$ cat config.mk
export PLATFORM = sky130hd
export DESIGN_NAME = renko_brick_generator_unit
export DESIGN_NICKNAME = d
export VERILOG_FILES = /design/src/sv/renko_pkg.sv /design/src/sv/renko_alu.sv /design/src/sv/renko_brick_generator_unit.sv
export SDC_FILE = /design/constraint.sdc
export NUM_CORES = 1
export LEC_CHECK = 0
export ABC_AREA = 0
export BUFFER_PORTS_ARGS = -buffer_cell sky130_fd_sc_hd__buf_4
export CELL_PAD_IN_SITES_DETAIL_PLACEMENT = 1
export CELL_PAD_IN_SITES_GLOBAL_PLACEMENT = 2
export CORE_AREA = 2 2 306 308
export DETAILED_ROUTE_END_ITERATION = 6
export DIE_AREA = 0 0 308 310
export GPL_TIMING_DRIVEN = 0
export PLACE_DENSITY = 0.52
export SKIP_CTS_REPAIR_TIMING = 1
export SLEW_MARGIN = 40
export SYNTH_ARGS = -nofsm -noshare
export SYNTH_HDL_FRONTEND = slang
export SYNTH_SLANG_ARGS = --single-unit
$ cat constraint.sdc
create_clock -name clock -period 9 [get_ports clock]
set_input_delay 0.45 -clock clock [delete_from_list [all_inputs] [get_ports clock]]
set_output_delay 0.45 -clock clock [all_outputs]
set_load 0.1 [all_outputs]
$ cat src/sv/renko_pkg.sv
`timescale 1ns / 1ps
// ----------------------------------------------------------------------------
// renko_pkg
// Shared types and constants of the Renko brick generator.
// ----------------------------------------------------------------------------
package renko_pkg;

   localparam int PRICE_W    = 32;
   localparam int STAMP_W    = 48;
   localparam int SIZE_W     = 32;
   localparam int LEVEL_W    = 33;
   localparam int ALU_W      = LEVEL_W + 1;
   localparam logic [SIZE_W-1:0] SIZE_RESET = 32'd100;

   typedef struct packed {
      logic [PRICE_W-1:0] price;
      logic [STAMP_W-1:0] stamp;
   } req_type;

   typedef struct packed {
      logic [LEVEL_W-1:0] brick_open;
      logic [LEVEL_W-1:0] brick_close;
      logic               rising;
      logic [STAMP_W-1:0] brick_stamp;
      logic               last_of_run;
      logic               truncated;
   } rsp_type;

   typedef struct packed {
      logic sub;
   } alu_ctl_type;

endpackage

$ cat src/sv/renko_alu.sv
`timescale 1ns / 1ps
// ----------------------------------------------------------------------------
// renko_alu
// Shared add/subtract unit used by every busy state of the sequencer.
// ----------------------------------------------------------------------------
module renko_alu
   import renko_pkg::*;
(
   input  alu_ctl_type      ctl,
   input  logic [ALU_W-1:0] op_a,
   input  logic [ALU_W-1:0] op_b,
   output logic [ALU_W-1:0] result
);

   assign result = ctl.sub ? (op_a - op_b) : (op_a + op_b);

endmodule

$ cat src/sv/renko_brick_generator_unit.sv
`timescale 1ns / 1ps
// ----------------------------------------------------------------------------
// renko_brick_generator_unit
// Turns a price stream into fixed-height Renko bricks.
//
// req_*  : one beat per price (price, stamp). req_ready is high only while
//          the sequencer is idle; one price is worked on at a time.
// rsp_*  : one beat per brick, held in an output register until taken.
// csr_*  : brick size write, always ready; write only while idle, and
//          reset afterwards if the size changes.
// Steps  : a price that makes no brick goes through accept and compare.
//          The first price after reset goes through accept, 33 divide
//          steps and level update. A price that makes k bricks goes
//          through accept, compare, operand setup, 33 restoring divide
//          steps, level update, then one brick per cycle while the output
//          is not stalled. The divider is bit-serial on the shared adder.
// Stall  : while rsp_ready is low the current brick holds and brick output
//          pauses; the next price is not taken before its bricks are loaded.
// Reset  : synchronous; clears the level, the anchor flag and the output
//          valid flag, and sets the brick size to 100.
// ----------------------------------------------------------------------------
module renko_brick_generator_unit
   import renko_pkg::*;
#(
   parameter int PRICE_BITS = 32,
   parameter int MAX_BRICKS = 64
) (
   input  logic              clock,
   input  logic              reset,
   input  logic              req_valid,
   output logic              req_ready,
   input  req_type           req_data,
   output logic              rsp_valid,
   input  logic              rsp_ready,
   output rsp_type           rsp_data,
   input  logic              csr_valid,
   output logic              csr_ready,
   input  logic [SIZE_W-1:0] csr_wdata
);

   localparam int CW     = $clog2(MAX_BRICKS + 1);
   localparam int DIV_W  = LEVEL_W;
   localparam int STEP_W = $clog2(DIV_W);
   localparam logic [PRICE_W-1:0] PRICE_MASK =
      (PRICE_BITS >= PRICE_W) ? {PRICE_W{1'b1}} : PRICE_W'((64'd1 << PRICE_BITS) - 64'd1);
   localparam logic [DIV_W-1:0]  MAX_Q     = DIV_W'(MAX_BRICKS);
   localparam logic [CW-1:0]     MAX_C     = CW'(MAX_BRICKS);
   localparam logic [STEP_W-1:0] LAST_STEP = STEP_W'(DIV_W - 1);

   localparam logic [2:0] S_IDLE  = 3'd0;
   localparam logic [2:0] S_CHECK = 3'd1;
   localparam logic [2:0] S_PREP  = 3'd2;
   localparam logic [2:0] S_DIV   = 3'd3;
   localparam logic [2:0] S_FIX   = 3'd4;
   localparam logic [2:0] S_EMIT  = 3'd5;

   logic [2:0]         state_ff, state_in;
   logic [SIZE_W-1:0]  csr_size_ff, csr_size_in;
   logic [LEVEL_W-1:0] level_ff, level_in;
   logic               anch_ff, anch_in;
   logic               first_ff, first_in;
   logic               up_ff, up_in;
   logic [PRICE_W-1:0] price_ff, price_in;
   logic [STAMP_W-1:0] stamp_ff, stamp_in;
   logic [SIZE_W-1:0]  size_ff, size_in;
   logic [DIV_W-1:0]   quo_ff, quo_in;
   logic [SIZE_W-1:0]  rem_ff, rem_in;
   logic [STEP_W-1:0]  step_ff, step_in;
   logic [LEVEL_W-1:0] open_ff, open_in;
   logic [CW-1:0]      emit_ff, emit_in;
   logic [CW-1:0]      cnt_ff, cnt_in;
   logic               trunc_ff, trunc_in;
   logic               rsp_valid_ff, rsp_valid_in;
   rsp_type            rsp_ff, rsp_in;

   alu_ctl_type        alu_ctl;
   logic [ALU_W-1:0]   alu_a, alu_b, alu_res;
   logic [ALU_W-1:0]   price_plus;
   logic               up_hit, dn_hit, div_ge, load, last;

   renko_alu u_alu (
      .ctl    (alu_ctl),
      .op_a   (alu_a),
      .op_b   (alu_b),
      .result (alu_res)
   );

   always_comb begin
      alu_ctl.sub = 1'b0;
      alu_a       = '0;
      alu_b       = '0;
      unique case (state_ff)
         S_CHECK: begin
            alu_a = ALU_W'(level_ff);
            alu_b = ALU_W'(size_ff);
         end
         S_PREP: begin
            alu_ctl.sub = 1'b1;
            alu_a = up_ff ? ALU_W'(price_ff) : ALU_W'(level_ff);
            alu_b = up_ff ? ALU_W'(level_ff) : ALU_W'(price_ff);
         end
         S_DIV: begin
            alu_ctl.sub = 1'b1;
            alu_a = ALU_W'({rem_ff, quo_ff[DIV_W-1]});
            alu_b = ALU_W'(size_ff);
         end
         S_FIX: begin
            alu_ctl.sub = up_ff;
            alu_a = ALU_W'(price_ff);
            alu_b = ALU_W'(rem_ff);
         end
         S_EMIT: begin
            alu_ctl.sub = !up_ff;
            alu_a = ALU_W'(open_ff);
            alu_b = ALU_W'(size_ff);
         end
         default: begin
            alu_ctl.sub = 1'b0;
         end
      endcase
   end

   assign price_plus = ALU_W'(price_ff) + ALU_W'(size_ff);
   assign up_hit     = ALU_W'(price_ff) >= alu_res;
   assign dn_hit     = price_plus <= ALU_W'(level_ff);
   assign div_ge     = !alu_res[ALU_W-1];
   assign load       = !rsp_valid_ff || rsp_ready;
   assign last       = cnt_ff == emit_ff - CW'(1);

   always_comb begin
      state_in     = state_ff;
      csr_size_in  = csr_size_ff;
      level_in     = level_ff;
      anch_in      = anch_ff;
      first_in     = first_ff;
      up_in        = up_ff;
      price_in     = price_ff;
      stamp_in     = stamp_ff;
      size_in      = size_ff;
      quo_in       = quo_ff;
      rem_in       = rem_ff;
      step_in      = step_ff;
      open_in      = open_ff;
      emit_in      = emit_ff;
      cnt_in       = cnt_ff;
      trunc_in     = trunc_ff;
      rsp_valid_in = rsp_valid_ff && !rsp_ready;
      rsp_in       = rsp_ff;

      if (csr_valid) begin
         csr_size_in = csr_wdata;
      end

      unique case (state_ff)
         S_IDLE: begin
            if (req_valid) begin
               price_in = req_data.price & PRICE_MASK;
               stamp_in = req_data.stamp;
               size_in  = (csr_size_ff == '0) ? SIZE_W'(1) : csr_size_ff;
               first_in = !anch_ff;
               up_in    = 1'b1;
               quo_in   = DIV_W'(req_data.price & PRICE_MASK);
               rem_in   = '0;
               step_in  = '0;
               state_in = anch_ff ? S_CHECK : S_DIV;
            end
         end
         S_CHECK: begin
            up_in = up_hit;
            if (up_hit || dn_hit) begin
               state_in = S_PREP;
            end else begin
               state_in = S_IDLE;
            end
         end
         S_PREP: begin
            quo_in   = alu_res[DIV_W-1:0];
            rem_in   = '0;
            step_in  = '0;
            state_in = S_DIV;
         end
         S_DIV: begin
            rem_in  = div_ge ? alu_res[SIZE_W-1:0] : {rem_ff[SIZE_W-2:0], quo_ff[DIV_W-1]};
            quo_in  = {quo_ff[DIV_W-2:0], div_ge};
            step_in = step_ff + STEP_W'(1);
            if (step_ff == LAST_STEP) begin
               state_in = S_FIX;
            end
         end
         S_FIX: begin
            level_in = alu_res[LEVEL_W-1:0];
            anch_in  = 1'b1;
            open_in  = level_ff;
            cnt_in   = '0;
            trunc_in = quo_ff > MAX_Q;
            emit_in  = (quo_ff > MAX_Q) ? MAX_C : quo_ff[CW-1:0];
            state_in = first_ff ? S_IDLE : S_EMIT;
         end
         S_EMIT: begin
            if (load) begin
               rsp_valid_in       = 1'b1;
               rsp_in.brick_open  = open_ff;
               rsp_in.brick_close = alu_res[LEVEL_W-1:0];
               rsp_in.rising      = up_ff;
               rsp_in.brick_stamp = stamp_ff;
               rsp_in.last_of_run = last;
               rsp_in.truncated   = last && trunc_ff;
               open_in            = alu_res[LEVEL_W-1:0];
               cnt_in             = cnt_ff + CW'(1);
               if (last) begin
                  state_in = S_IDLE;
               end
            end
         end
         default: begin
            state_in = S_IDLE;
         end
      endcase
   end

   always_ff @(posedge clock) begin
      if (reset) begin
         state_ff     <= S_IDLE;
         csr_size_ff  <= SIZE_RESET;
         level_ff     <= '0;
         anch_ff      <= 1'b0;
         rsp_valid_ff <= 1'b0;
      end else begin
         state_ff     <= state_in;
         csr_size_ff  <= csr_size_in;
         level_ff     <= level_in;
         anch_ff      <= anch_in;
         rsp_valid_ff <= rsp_valid_in;
      end
   end

   always_ff @(posedge clock) begin
      first_ff <= first_in;
      up_ff    <= up_in;
      price_ff <= price_in;
      stamp_ff <= stamp_in;
      size_ff  <= size_in;
      quo_ff   <= quo_in;
      rem_ff   <= rem_in;
      step_ff  <= step_in;
      open_ff  <= open_in;
      emit_ff  <= emit_in;
      cnt_ff   <= cnt_in;
      trunc_ff <= trunc_in;
      rsp_ff   <= rsp_in;
   end

   assign req_ready = state_ff == S_IDLE;
   assign csr_ready = 1'b1;
   assign rsp_valid = rsp_valid_ff;
   assign rsp_data  = rsp_ff;

endmodule

Yosys cells after proc, flatten, opt, wreduce, memory -nomap -nowiden
Cells that the tools add are included.
W data, S select, Z words.
{ "word_totals": {"regBits": 420, "in_bits": 117, "output_inout_bits": 120, "word_cells": 94} }
{ "classes": {"add_sub_neg": 6, "order_cmp": 3, "n_eq_ne": 11, "n_mux": 29, "reduce_logical": 22} }
{ "op_table": {"columns": ["operator", "n"], "rows": [
  ["$pmux W33 S3", 2],
  ["$pmux W33 S5", 1],
  ["$mux W33", 4],
  ["$pmux W32 S3", 1],
  ["$pmux W33 S2", 1],
  ["$mux W32", 2],
  ["$add A33 B33 Y34", 1],
  ["$ge A32 B34 Y1", 1],
  ["$mux W34", 1],
  ["$sub A33 B33 Y34", 1],
  ["$add A32 B32 Y33", 1],
  ["$gt A33 B7 Y1 const B", 1],
  ["$le A33 B33 Y1", 1],
  ["$logic_not A32 Y1", 1],
  ["$pmux W3 S6", 1],
  ["$pmux W6 S3", 1],
  ["$mux W3", 5],
  ["$pmux W7 S2", 1],
  ["$reduce_and A2 Y1", 5],
  ["$ne A2 B2 Y1 const B", 4],
  ["$add A7 B1 Y7 const B", 1],
  ["$eq A7 B7 Y1", 1],
  ["$mux W7", 1],
  ["$sub A7 B1 Y7 const B", 1],
  ["19 further kinds", 31]
]} }

Depth between registers and ports, before layout
Gate-level depths: netlist of the first run.
{ "depth": {"word_depth": 9, "ltp_mapped": 31, "depth_no_buf": 29} }

Cells and area by module
A second synthesis of the first run with hierarchy kept.
{ "hier_totals": {"cells_unflattened": 2163, "hier_area_um2": 22850.7} }
{ "by_module_without_submodules": {"columns": ["mod", "n_inst", "cells_per_inst", "area_per_inst_um2", "seq_area_each_um2"], "rows": [
  ["renko_brick_generator_unit", 1, 1778, 20234.4, 11911.4],
  ["renko_alu", 1, 385, 2616.3, 0.0]
]} }

Least setup slack after synthesis of the first run
OpenSTA, ideal clock, no wires.
{ "synth_path": {"path_type": "register -> register", "startpoint": "register state_ff[0]", "endpoint": "register rsp_ff (netlist bit rsp_data[0]) (enable)", "setup_time_ps": 595, "arrival_time_ps": 7017, "required_time_ps": 8405, "setup_slack_ps": 1389, "stages_incl_launch_ff": 11, "n_path_buf": 6, "period_less_slack_ps": 7611, "cell_sequence": "dfxtp_1 buf_2 buf_2 buf_1 clkbuf_1 inv_2 nor2_1 nand2_1 clkbuf_1 clkbuf_1 nor2_1"} }
{ "synth_via": {"elab_chain_len": 2} }
{ "synth_lines": {"columns": ["element", "line", "source"], "rows": [
  ["start: declaration", "renko_brick_generator_unit.sv:57", "logic [2:0] state_ff, state_in;"],
  ["start signal: assignment", "renko_brick_generator_unit.sv:229", "state_ff <= state_in;"],
  ["$eq A3 B3 Y1", "renko_brick_generator_unit.sv:154", "unique case (state_ff)"],
  ["$reduce_and A2 Y1 (no line)", null, null],
  ["end signal: assignment", "renko_brick_generator_unit.sv:250", "rsp_ff <= rsp_in;"],
  ["end: declaration", "renko_brick_generator_unit.sv:74", "rsp_type rsp_ff, rsp_in;"]
]} }
No other way between the ends.
A chain may end at the register's enable or synchronous reset.

Worst setup path in the final report of the first run
{ "layout_path": {"startpoint": "register state_ff[1]", "endpoint": "register up_ff (data pin)"} }
{ "layout_via": {"elab_chain_len": 7, "elab_cells_between_ends": 16, "classes_between": "add/sub (2); order compare (1); eq/ne (5); mux (5); reduce/logical (3)"} }
{ "layout_lines": {"columns": ["element", "line", "source"], "rows": [
  ["$eq A3 B3 Y1 (tied with other cells)", "renko_brick_generator_unit.sv:92", "unique case (state_ff)"],
  ["$reduce_or A3 Y1 (no line)", null, null],
  ["$pmux W33 S3", "renko_brick_generator_unit.sv:92", null],
  ["$add A33 B33 Y34 / $sub A33 B33 Y34 (equally long branches)", "renko_alu.sv:15", "assign result = ctl.sub ? (op_a - op_b) : (op_a + op_b);"],
  ["$mux W34 (*)", "renko_alu.sv:15", null],
  ["named net alu_res[15]", "renko_brick_generator_unit.sv:77", "logic [ALU_W-1:0] alu_a, alu_b, alu_res;"],
  ["$ge A32 B34 Y1 (*)", "renko_brick_generator_unit.sv:124", "assign up_hit = ALU_W'(price_ff) >= alu_res;"],
  ["$pmux W1 S2 (*)", "renko_brick_generator_unit.sv:154", null],
  ["end signal: assignment", "renko_brick_generator_unit.sv:239", "up_ff <= up_in;"],
  ["end: declaration", "renko_brick_generator_unit.sv:62", "logic up_ff, up_in;"]
]} }
Mark *: on every way through the listed nets, which the timed path passes. The rest lies on a longest branch.

==> results of run 1 <==
-- logic make-up after synthesis --
logic type                 Yosys count  synth area share [%]
and+or+nand+nor                    605                  12.0
AOI/OAI and AO/OA                  547                  16.0
DFF                                420                  52.1
buffers and inverters              230                  4.01
adders and majority gates          136                  7.51
xor gates and xnor gates           102                  3.99
muxes                               98                  4.31
other                                1                0.0164
-- cells in the final DEF (no fill, tap or decap), types with 10 or more instances in the layout --
master | synthesis | layout
edfxtp_1 | 350 | 350
nand2_1 | 248 | 248
buf_4 | 2 | 239
nor2_1 | 165 | 161
a21oi_1 | 148 | 148
ha_1 | 134 | 134
o21ai_0 | 110 | 108
inv_1 | 102 | 102
mux2i_1 | 94 | 94
clkbuf_1 | 97 | 77
dfxtp_1 | 70 | 70
dlygate4sd3_1 | 0 | 69
xnor2_1 | 56 | 54
clkbuf_16 | 0 | 54
a21o_1 | 47 | 47
xor2_1 | 45 | 43
clkbuf_2 | 0 | 38
a222oi_1 | 35 | 35
nand4_1 | 26 | 26
nor3_1 | 29 | 26
nand3_1 | 25 | 25
a22oi_1 | 23 | 23
nand2b_1 | 22 | 22
a2bb2oi_1 | 22 | 22
o22a_1 | 20 | 20
and2_1 | 20 | 19
a31oi_1 | 20 | 19
nor4_1 | 21 | 17
o211ai_1 | 15 | 15
o21a_1 | 15 | 15
a211oi_1 | 14 | 13
nor2b_1 | 13 | 13
o21bai_1 | 10 | 10
buf_2 | 7 | 10
buf_8 | 0 | 10
-- flip-flops by register name, summed over array words and instances (netlist names), 3 cells and up --
signal and count:
step_ff 6, cnt_ff 7, state_ff 3, open_ff 33
stamp_ff 48, csr_size_ff 32, rsp_data 117, emit_ff 7
price_ff 32, rem_ff 32, level_ff 33, quo_ff 33
size_ff 32
-- how the worst max path moves through the flow --
stage,cells past startpoint,endpoint,slack [ns]
after floorplan,10,rsp_data[0],1.39
after global placement,10,rsp_data[66],-3.78
after detailed placement,28,up_ff,-0.91
after CTS,28,up_ff,-0.97
after global routing,30,up_ff,0.006
final,29,up_ff,0.42
-- final cells by class --
type,count,share of cell area [%]
multi-input combinational,1489,35.0
sequential,420,40.9
timing repair buffer,327,9.87
clock buffer,77,5.10
inverter,104,1.34
clock inverter,21,0.657
buffer,126,2.04
tap,1197,5.14
-- per-layer routing --
| layer | vias up | part of all wire (%) | wire length (µm) | GRT usage (%) |
|---|---|---|---|---|
| met5 | - | 0 | 0 | 0 |
| li1 | 8694 | - | - | - |
| met2 | 513 | 46 | 47800 | 35.1 |
| met3 | 131 | 4.0 | 4140 | 2.91 |
| met1 | 9470 | 46 | 47400 | 28.5 |
| met4 | 0 | 3.4 | 3480 | 6.84 |
-- cells in the mapped netlist, types with 35 or more instances --
| cell | number | area, µm² |
|---|---|---|
| edfxtp_1 | 350 | 10500 |
| nand2_1 | 248 | 931 |
| nor2_1 | 165 | 619 |
| a21oi_1 | 148 | 741 |
| ha_1 | 134 | 1680 |
| o21ai_0 | 110 | 551 |
| inv_1 | 102 | 383 |
| clkbuf_1 | 97 | 364 |
| mux2i_1 | 94 | 941 |
| dfxtp_1 | 70 | 1400 |
| xnor2_1 | 56 | 490 |
| a21o_1 | 47 | 353 |
| xor2_1 | 45 | 394 |
| a222oi_1 | 35 | 350 |
-- worst max-delay path, delay by kind of cell, from the launching register on --
family,cells,cell delay [ns]
buf+inv,7,2.38
compound gates,14,3.07
simple gates,4,1.20
fa+ha+maj,2,0.67
flops,1,0.35
xor+xnor,2,0.59
-- through the flow --
step                setup TNS, ns  setup slack (ns)  cell area [µm²]  hold WS, ns  utilization, %
floorplan                       0              1.39            22900        0.400               -
global route                    0           0.00570            29100      0.00250            31.5
global placement          -535.92             -3.78            26100        0.401            28.2
CTS                         -1.82            -0.972            28300      -0.0694            30.6
detailed placement          -1.70            -0.913            26600        0.405            28.8
finish                          0             0.416            29100       0.0260            31.5
==> summary.md, run 1 <==
| Metric | Value |
|---|---|
| CTS Buf Count | 53 |
| Final Cycle Share | 95.4% |
| Die area | 0.0955 mm² |
| Synth cell types | 76 |
| Layout cells sized above 1 | between 15 and 20% |
| Final GP Congestion | 0.855 |
| Fill cell count | 10,300 |
| Post-synthesis sequential area ratio | between 50% and 60% |
| FP Rows | 112 |
| Drt drc | 4 |
| Largest net degree at the start of global routing | 37 |
| Failing checks | DRC |
| Min-Delay Endpoint | csr_size_ff[6] |
| CTS sink count | 420 |
| Syn Std Cell Area | 0.0229 mm² |
| Worst clock skew | 0.0180 ns |
| Vias in the first global route | ~19,000 |
| Ant diodes | 0 |
| Post-synth EDFFs | 350 |
| Initial core utilization | between 20% and 30% |
| Routed WL | 103 mm |
| R2R cell count | 29 |
| Final setup vio count | 0 |
| Storage element area | 0.0119 mm² |
| Tightest Hold Check Type | input pin to flop |
| CTS tree | yes |
| Slew Limit Headroom | 38.0% |
| Crit path kind | flop to flop |
| Post-Syn Instances | around 2,100 |
| Synth Flop Type | edfxtp_1 |
| Crit start category | flop |
| Mapped Nets | 2,392 |
| Fin nets | 2,774 |
| RR Startpoint | state_ff[1] |
| Die Ht | 310 µm |
| Syn Area/Cell | 10.7 µm² |
| Non-Filler Instances | 3,761 |
| DRT Pass-1 Iters | 7 |
| Crit path from | state_ff[1] |
| Reg clk slew, reported paths | 0.07 ns |
| Final Max Slew Viols | 0 |
| GRT Residual Overflow | 0 |
| Initial antenna violation count | 2 |
| Clk root buf | clkbuf_16 |
| Clock latency on the worst-skew pair | 0.65 ns |
| Slowest cell on crit path | clkbuf_1 |
| Yosys warns | 0 |
| IO Pins | roughly 240 |
| Area growth, synth to finish | 27.5% |
| Reg2reg setup slack | slightly above 0.4 ns |
| Clk buf depth | 3 |
| Post-synth ARST share | 0% |
| Critical Path AT | a little under 9 ns |
| Vias per inst | around 5.0 |
| Crit. End Element | flop |
| Hold Vio Cnt, Final | 0 |
| Critical Path Most Common Cell | a21o_1 |
| Register bit total from synthesis | 420 |
| Vias | 18,800 |
| Multi-input gate area | 0.0102 mm² |
| Post-DRT Antenna Nets | 0 |
| Max-Cap Viols | 0 |
| HP Start | csr_wdata[6] |
| First DRT Iteration DRCs | 1,338 |
| Unrepaired setup endpoints after global routing | no |
| Dpl cells | 3,589 |
| Worst hold stages | 2 |
| HPWL after detailed placement | ~80 mm |
| Drt wl/cell | 27.3 µm |
| Reg2Reg Capture Point | up_ff |
| FMAX | 0.116 GHz |
| Core area | 0.0925 mm² |
| Min cycle time layout | 8.58 ns |
| First-pass GRT wire length | approximately 140 mm |
| Outcome | complete, but fails checks |
| WP data required | roughly 9.4 ns |
| H-Tree Depth | 2 |
| Crit-path max FO | 10 |
| Least-Margin Pin Slew | 0.930 ns |
| PortBufs | 233 |
| GRT Total Usage | 21.2% |
| Die width | 308 µm |
| CP peak stage delay | around 0.65 ns |
Power of run 1 is left out: the tool's default activity adds up to more than one toggle a clock period on the data nets, which glitch-free logic cannot reach.
==> run 2, diff against run 1 <==
--- a/config.mk
+++ b/config.mk
@@ -12,7 +12,6 @@
 export CORE_AREA = 2 2 306 308
 export DETAILED_ROUTE_END_ITERATION = 6
 export DIE_AREA = 0 0 308 310
-export GPL_TIMING_DRIVEN = 0
 export PLACE_DENSITY = 0.52
 export SKIP_CTS_REPAIR_TIMING = 1
 export SLEW_MARGIN = 40
==> summary.md, run 2 (synthesis results as in run 1) <==
| Metric | Value |
|---|---|
| Final setup vio count | 0 |
| RR Startpoint | up_ff |
| Vias | 18,000 |
| Die area | 0.0955 mm² |
| Slew Limit Headroom | approximately two fifths |
| Die Ht | 310 µm |
| Area growth, synth to finish | 26.4% |
| GRT Residual Overflow | 0 |
| Ant diodes | 0 |
| Cell family with most CP delay | compound AO/OA/AOI/OAI gates |
| PortBufs | ~240 |
| Setup TNS Final | 0 ns |
| Least-Margin Pin Slew | 0.864 ns |
| Vias per inst | approximately 5 |
| GRT Total Usage | between 10% and 20% |
| Critical Path AT | ~8.5 ns |
| First DRT Iteration DRCs | 1,208 |
| Reg2Reg Capture Point | up_ff |
| IO Pins | approximately 240 |
| Hold Vio Cnt, Final | 0 |
| Crit start category | flop |
| Min-Delay Endpoint | csr_size_ff[6] |
| Final Cycle Share | 88.9% |
| CTS sink count | 420 |
| Post-DRT Antenna Nets | 0 |
| Vias in the first global route | 18,600 |
| Worst hold stages | 2 |
| Routed WL | 89.8 mm |
| R2R cell count | 26 |
| Core area | a little over 0.09 mm² |
| Fill cell count | 10,300 |
| CTS tree | yes |
| CTS Buf Count | 55 |
| Layout cells sized above 1 | 16.7% |
| Drt drc | 9 |
| DRT Pass-1 Iters | 7 |
| Clk root buf | clkbuf_16 |
| Fin nets | 2,684 |
| H-Tree Depth | 2 |
| FP Rows | 112 |
| Tightest Hold Check Type | input pin to flop |
| Slowest cell on crit path | nor3_1 |
| First-pass GRT wire length | 129 mm |
| HPWL after detailed placement | between 60 and 70 mm |
| Worst clock skew | 0.0410 ns |
| Clk buf depth | 3 |
| Setup WS pre-CTS | 0.989 ns |
| Max-Cap Viols | 0 |
| Die width | 308 µm |
| HP Start | csr_wdata[6] |
| WP buf/inv | 1 |
| Design area | 0.0289 mm² |
| Failing checks | DRC |
| Outcome | complete, but fails checks |
| Final GP Congestion | 0.858 |
| Final Max Slew Viols | 0 |
| WP data required | 9.49 ns |
| DP Area | 0.0261 mm² |
| Initial antenna violation count | 4 |
| WHS | 0.0225 ns |
| Clock latency on the worst-skew pair | about 0.67 ns |
| Reg clk slew, reported paths | ~0.07 ns |
| Reg2reg setup slack | 1.00 ns |
| Min cycle time layout | 8.00 ns |
| Most common cell after layout, fill and taps aside | edfxtp_1 |
| Critical Path Most Common Cell | a21oi_1 |
| Drt wl/cell | 24.4 µm |
| Post-route worst setup slack | 1.00 ns |
| Max reg flops | around 120 |
| Commonest cells after routing, fill and taps aside | edfxtp_1 (350), buf_4 (273), nand2_1 (245) |
| Initial core utilization | between 20% and 30% |
| Unrepaired setup endpoints after global routing | no |
| Crit-path max FO | 18 |
| Crit path kind | flop to flop |
| Crit. End Element | flop |
| Largest net degree at the start of global routing | between 70 and 80 |
| FMAX | about 0.13 GHz |
| CP peak stage delay | 0.63 ns |
-- run 2: cell count changes in the layout (fill, tap and decap cells not counted), moves of 4 or more --
| cell | change |
|---|---|
| bufinv_16 | +8 |
| clkbuf_4 | -5 |
| clkbuf_2 | -38 |
| buf_2 | -10 |
| clkinv_1 | +4 |
| buf_16 | -4 |
| buf_1 | -8 |
| dlygate4sd3_1 | +11 |
| buf_8 | -9 |
| buf_4 | +34 |
| clkbuf_1 | -68 |
-- run 2: how the worst max path moves through the flow --
stage / start / end / slack [ns] / cells after the start
after floorplan: state_ff[0] / rsp_data[0] / 1.39 / 10
after global placement: up_ff / up_ff / 1.11 / 26
after detailed placement: up_ff / up_ff / 0.99 / 26
after CTS: up_ff / up_ff / 0.97 / 26
after global routing: up_ff / up_ff / 0.28 / 26
final: up_ff / up_ff / 1.00 / 26
-- run 2: layout make-up --
type | instances | area (µm²) | area share, %
flip-flops and latches | 420 | 11900 | 41.2
multi-input cells | 1489 | 10100 | 35.0
repair buffers | 361 | 3000 | 10.4
well taps | 1197 | 1500 | 5.18
clock buffers | 67 | 1450 | 5.02
clock inverters | 37 | 515 | 1.78
inverters | 104 | 390 | 1.35
-- run 2: worst register-to-register path, cell delays in order (launching register included) --
cell      delay (ns)
edfxtp_1        0.35
buf_4           0.34
mux2_2          0.40
a222oi_1        0.58
and4bb_1        0.36
nand3_2         0.17
nor3_1          0.63
a21oi_1         0.17
xor2_1          0.18
ha_1            0.38
nand3_1         0.16
o211ai_1        0.23
a21oi_1         0.13
a31oi_1         0.43
a21o_1          0.27
a21oi_1         0.09
o311a_1         0.39
ha_1            0.34
nand4_1         0.29
nor3_1          0.59
a21oi_1         0.14
a211o_1         0.31
o211ai_1        0.23
o21ai_0         0.15
nor3_1          0.22
nor4b_1         0.10
o211ai_1        0.22
-- run 2: metal layers --
layer / share of wire, % / wire length, µm / track usage (%) / vias to the layer above
met3: 4.5 / 4070 / 3.12 / 101
li1: - / - / - / 8515
met4: 2.6 / 2330 / 5.58 / 0
met1: 46 / 41000 / 24.2 / 8973
met2: 47 / 42400 / 31.1 / 426
met5: 0 / 0 / 0 / -
-- run 2: through the flow --
stage          util [%]  std cells
5_1_grt            31.2       3675
4_1_cts            30.3       3593
2_1_floorplan         -       2139
3_3_place_gp       28.1       3487
3_5_place_dp       28.2       3489
6_report           31.2       3675
Power of run 2 is left out for the same reason.
==> run 3, diff against run 2 <==
--- a/config.mk
+++ b/config.mk
@@ -13,6 +13,7 @@
 export DETAILED_ROUTE_END_ITERATION = 6
 export DIE_AREA = 0 0 308 310
 export PLACE_DENSITY = 0.52
+export REMOVE_ABC_BUFFERS = 1
 export SKIP_CTS_REPAIR_TIMING = 1
 export SLEW_MARGIN = 40
 export SYNTH_ARGS = -nofsm -noshare
==> summary.md, run 3 (synthesis results as in run 1) <==
| Metric | Value |
|---|---|
| Outcome | completed |
| CTS Buf Count | 52 |
| Vias per inst | 4.94 |
| Initial core utilization | 24.7% |
| Layout cells sized above 1 | between 15 and 20% |
| CTS sink count | 420 |
| Fill cell count | 10,300 |
| Unrepaired setup endpoints after global routing | no |
| GRT Total Usage | 18.7% |
| Critical Path Most Common Cell | o211ai_1 |
| Most common cell after layout, fill and taps aside | edfxtp_1 |
| IO Pins | 237 |
| Fin nets | 2,695 |
| HPWL after detailed placement | around 65 mm |
| First-pass GRT wire length | approximately 130 mm |
| Setup WS pre-CTS | 1.05 ns |
| Clk buf depth | 3 |
| H-Tree Depth | 2 |
| Clock latency on the worst-skew pair | between 0.6 and 0.7 ns |
| Final setup vio count | 0 |
| Slowest cell on crit path | edfxtp_1 |
| Clk root buf | clkbuf_16 |
| Worst clock skew | 0.0426 ns |
| Post-route worst setup slack | between 1 and 1.5 ns |
| Final Max Slew Viols | 0 |
| Hold Vio Cnt, Final | 0 |
| DRT Pass-1 Iters | 6 |
| Min cycle time layout | 7.94 ns |
| Critical Path AT | roughly 8.4 ns |
| Drt drc | 0 |
| Vias | 18,200 |
| Post-DRT Antenna Nets | 0 |
| Die width | approximately 300 µm |
| Crit path kind | flop to flop |
| Crit. End Element | flop |
| FMAX | 0.126 GHz |
| Slew Limit Headroom | 45.5% |
| First DRT Iteration DRCs | 1,354 |
| WP data required | 9.51 ns |
| Drt wl/cell | roughly 25 µm |
| Area growth, synth to finish | 26.2% |
| Reg clk slew, reported paths | 0.06 ns |
| Die area | 0.0955 mm² |
| Tightest Hold Check Type | input pin to flop |
| Routed WL | 90.3 mm |
| Largest net degree at the start of global routing | around 120 |
| Design area | slightly below 0.03 mm² |
| Vias in the first global route | 18,600 |
| Max reg flops | 117 |
| Initial antenna violation count | 2 |
| Crit-path max FO | 10 |
| Ant diodes | 0 |
| FP Rows | 112 |
| Final GP Congestion | 0.837 |
| PortBufs | 235 |
| Commonest cells after routing, fill and taps aside | edfxtp_1 (350), buf_4 (291), nand2_1 (246) |
| DP Area | 0.0262 mm² |
| Core area | 0.0925 mm² |
| Crit start category | flop |
| Die Ht | 310 µm |
| GRT Residual Overflow | 0 |
| Least-Margin Pin Slew | 0.811 ns |
| Final Cycle Share | slightly below 90% |
| CTS tree | yes |
| CP peak stage delay | about 0.81 ns |
| Max-Cap Viols | 0 |
-- run 3: metal layers --
layer	vias to the layer above	part of all wire, %	track usage (%)
met5	-	0	0
met4	0	2.7	5.59
met3	111	4.8	3.06
met2	438	46	30.7
met1	9126	46	25.2
li1	8521	-	-
-- run 3: stage by stage --
stage | instances | TNS (ns) | hold slack, ns | util (%)
2_1_floorplan | 2013 | -21.89 | 0.400 | -
3_3_place_gp | 3504 | 0 | 0.400 | 28.2
3_5_place_dp | 3504 | 0 | 0.406 | 28.3
4_1_cts | 3602 | 0 | -0.112 | 30.3
5_1_grt | 3683 | 0 | 0.00285 | 31.2
6_report | 3683 | 0 | 0.0138 | 31.2
-- run 3: cell type report --
cell class | instances | area [µm²] | area share, %
sequential | 420 | 11900 | 41.3
multi-input combinational | 1489 | 10100 | 35.1
timing repair buffer | 375 | 3060 | 10.6
tap | 1197 | 1500 | 5.19
clock buffer | 74 | 1480 | 5.14
inverter | 104 | 390 | 1.35
clock inverter | 24 | 365 | 1.27
-- run 3: worst max-delay path: cells and delay by family (launching register included) --
| family | cells | cell delay [ns] |
|---|---|---|
| AOI/OAI and AO/OA | 11 | 2.97 |
| and+or+nand+nor | 8 | 2.40 |
| DFF | 1 | 0.81 |
| adders and majority gates | 2 | 0.64 |
| muxes | 1 | 0.41 |
| xor gates and xnor gates | 2 | 0.31 |
| buffers and inverters | 2 | 0.23 |
-- run 3: worst paths after layout --
check / start / end / slack (ns) / cells past startpoint
setup / recovery: up_ff / up_ff / 1.06 / 26
hold / removal: csr_wdata[5] / csr_size_ff[5] / 0.01 / 2
setup reg to reg: up_ff / up_ff / 1.06 / 26
hold reg to reg: stamp_ff[22] / rsp_data[24] / 0.42 / 0
Power of run 3 is left out for the same reason.
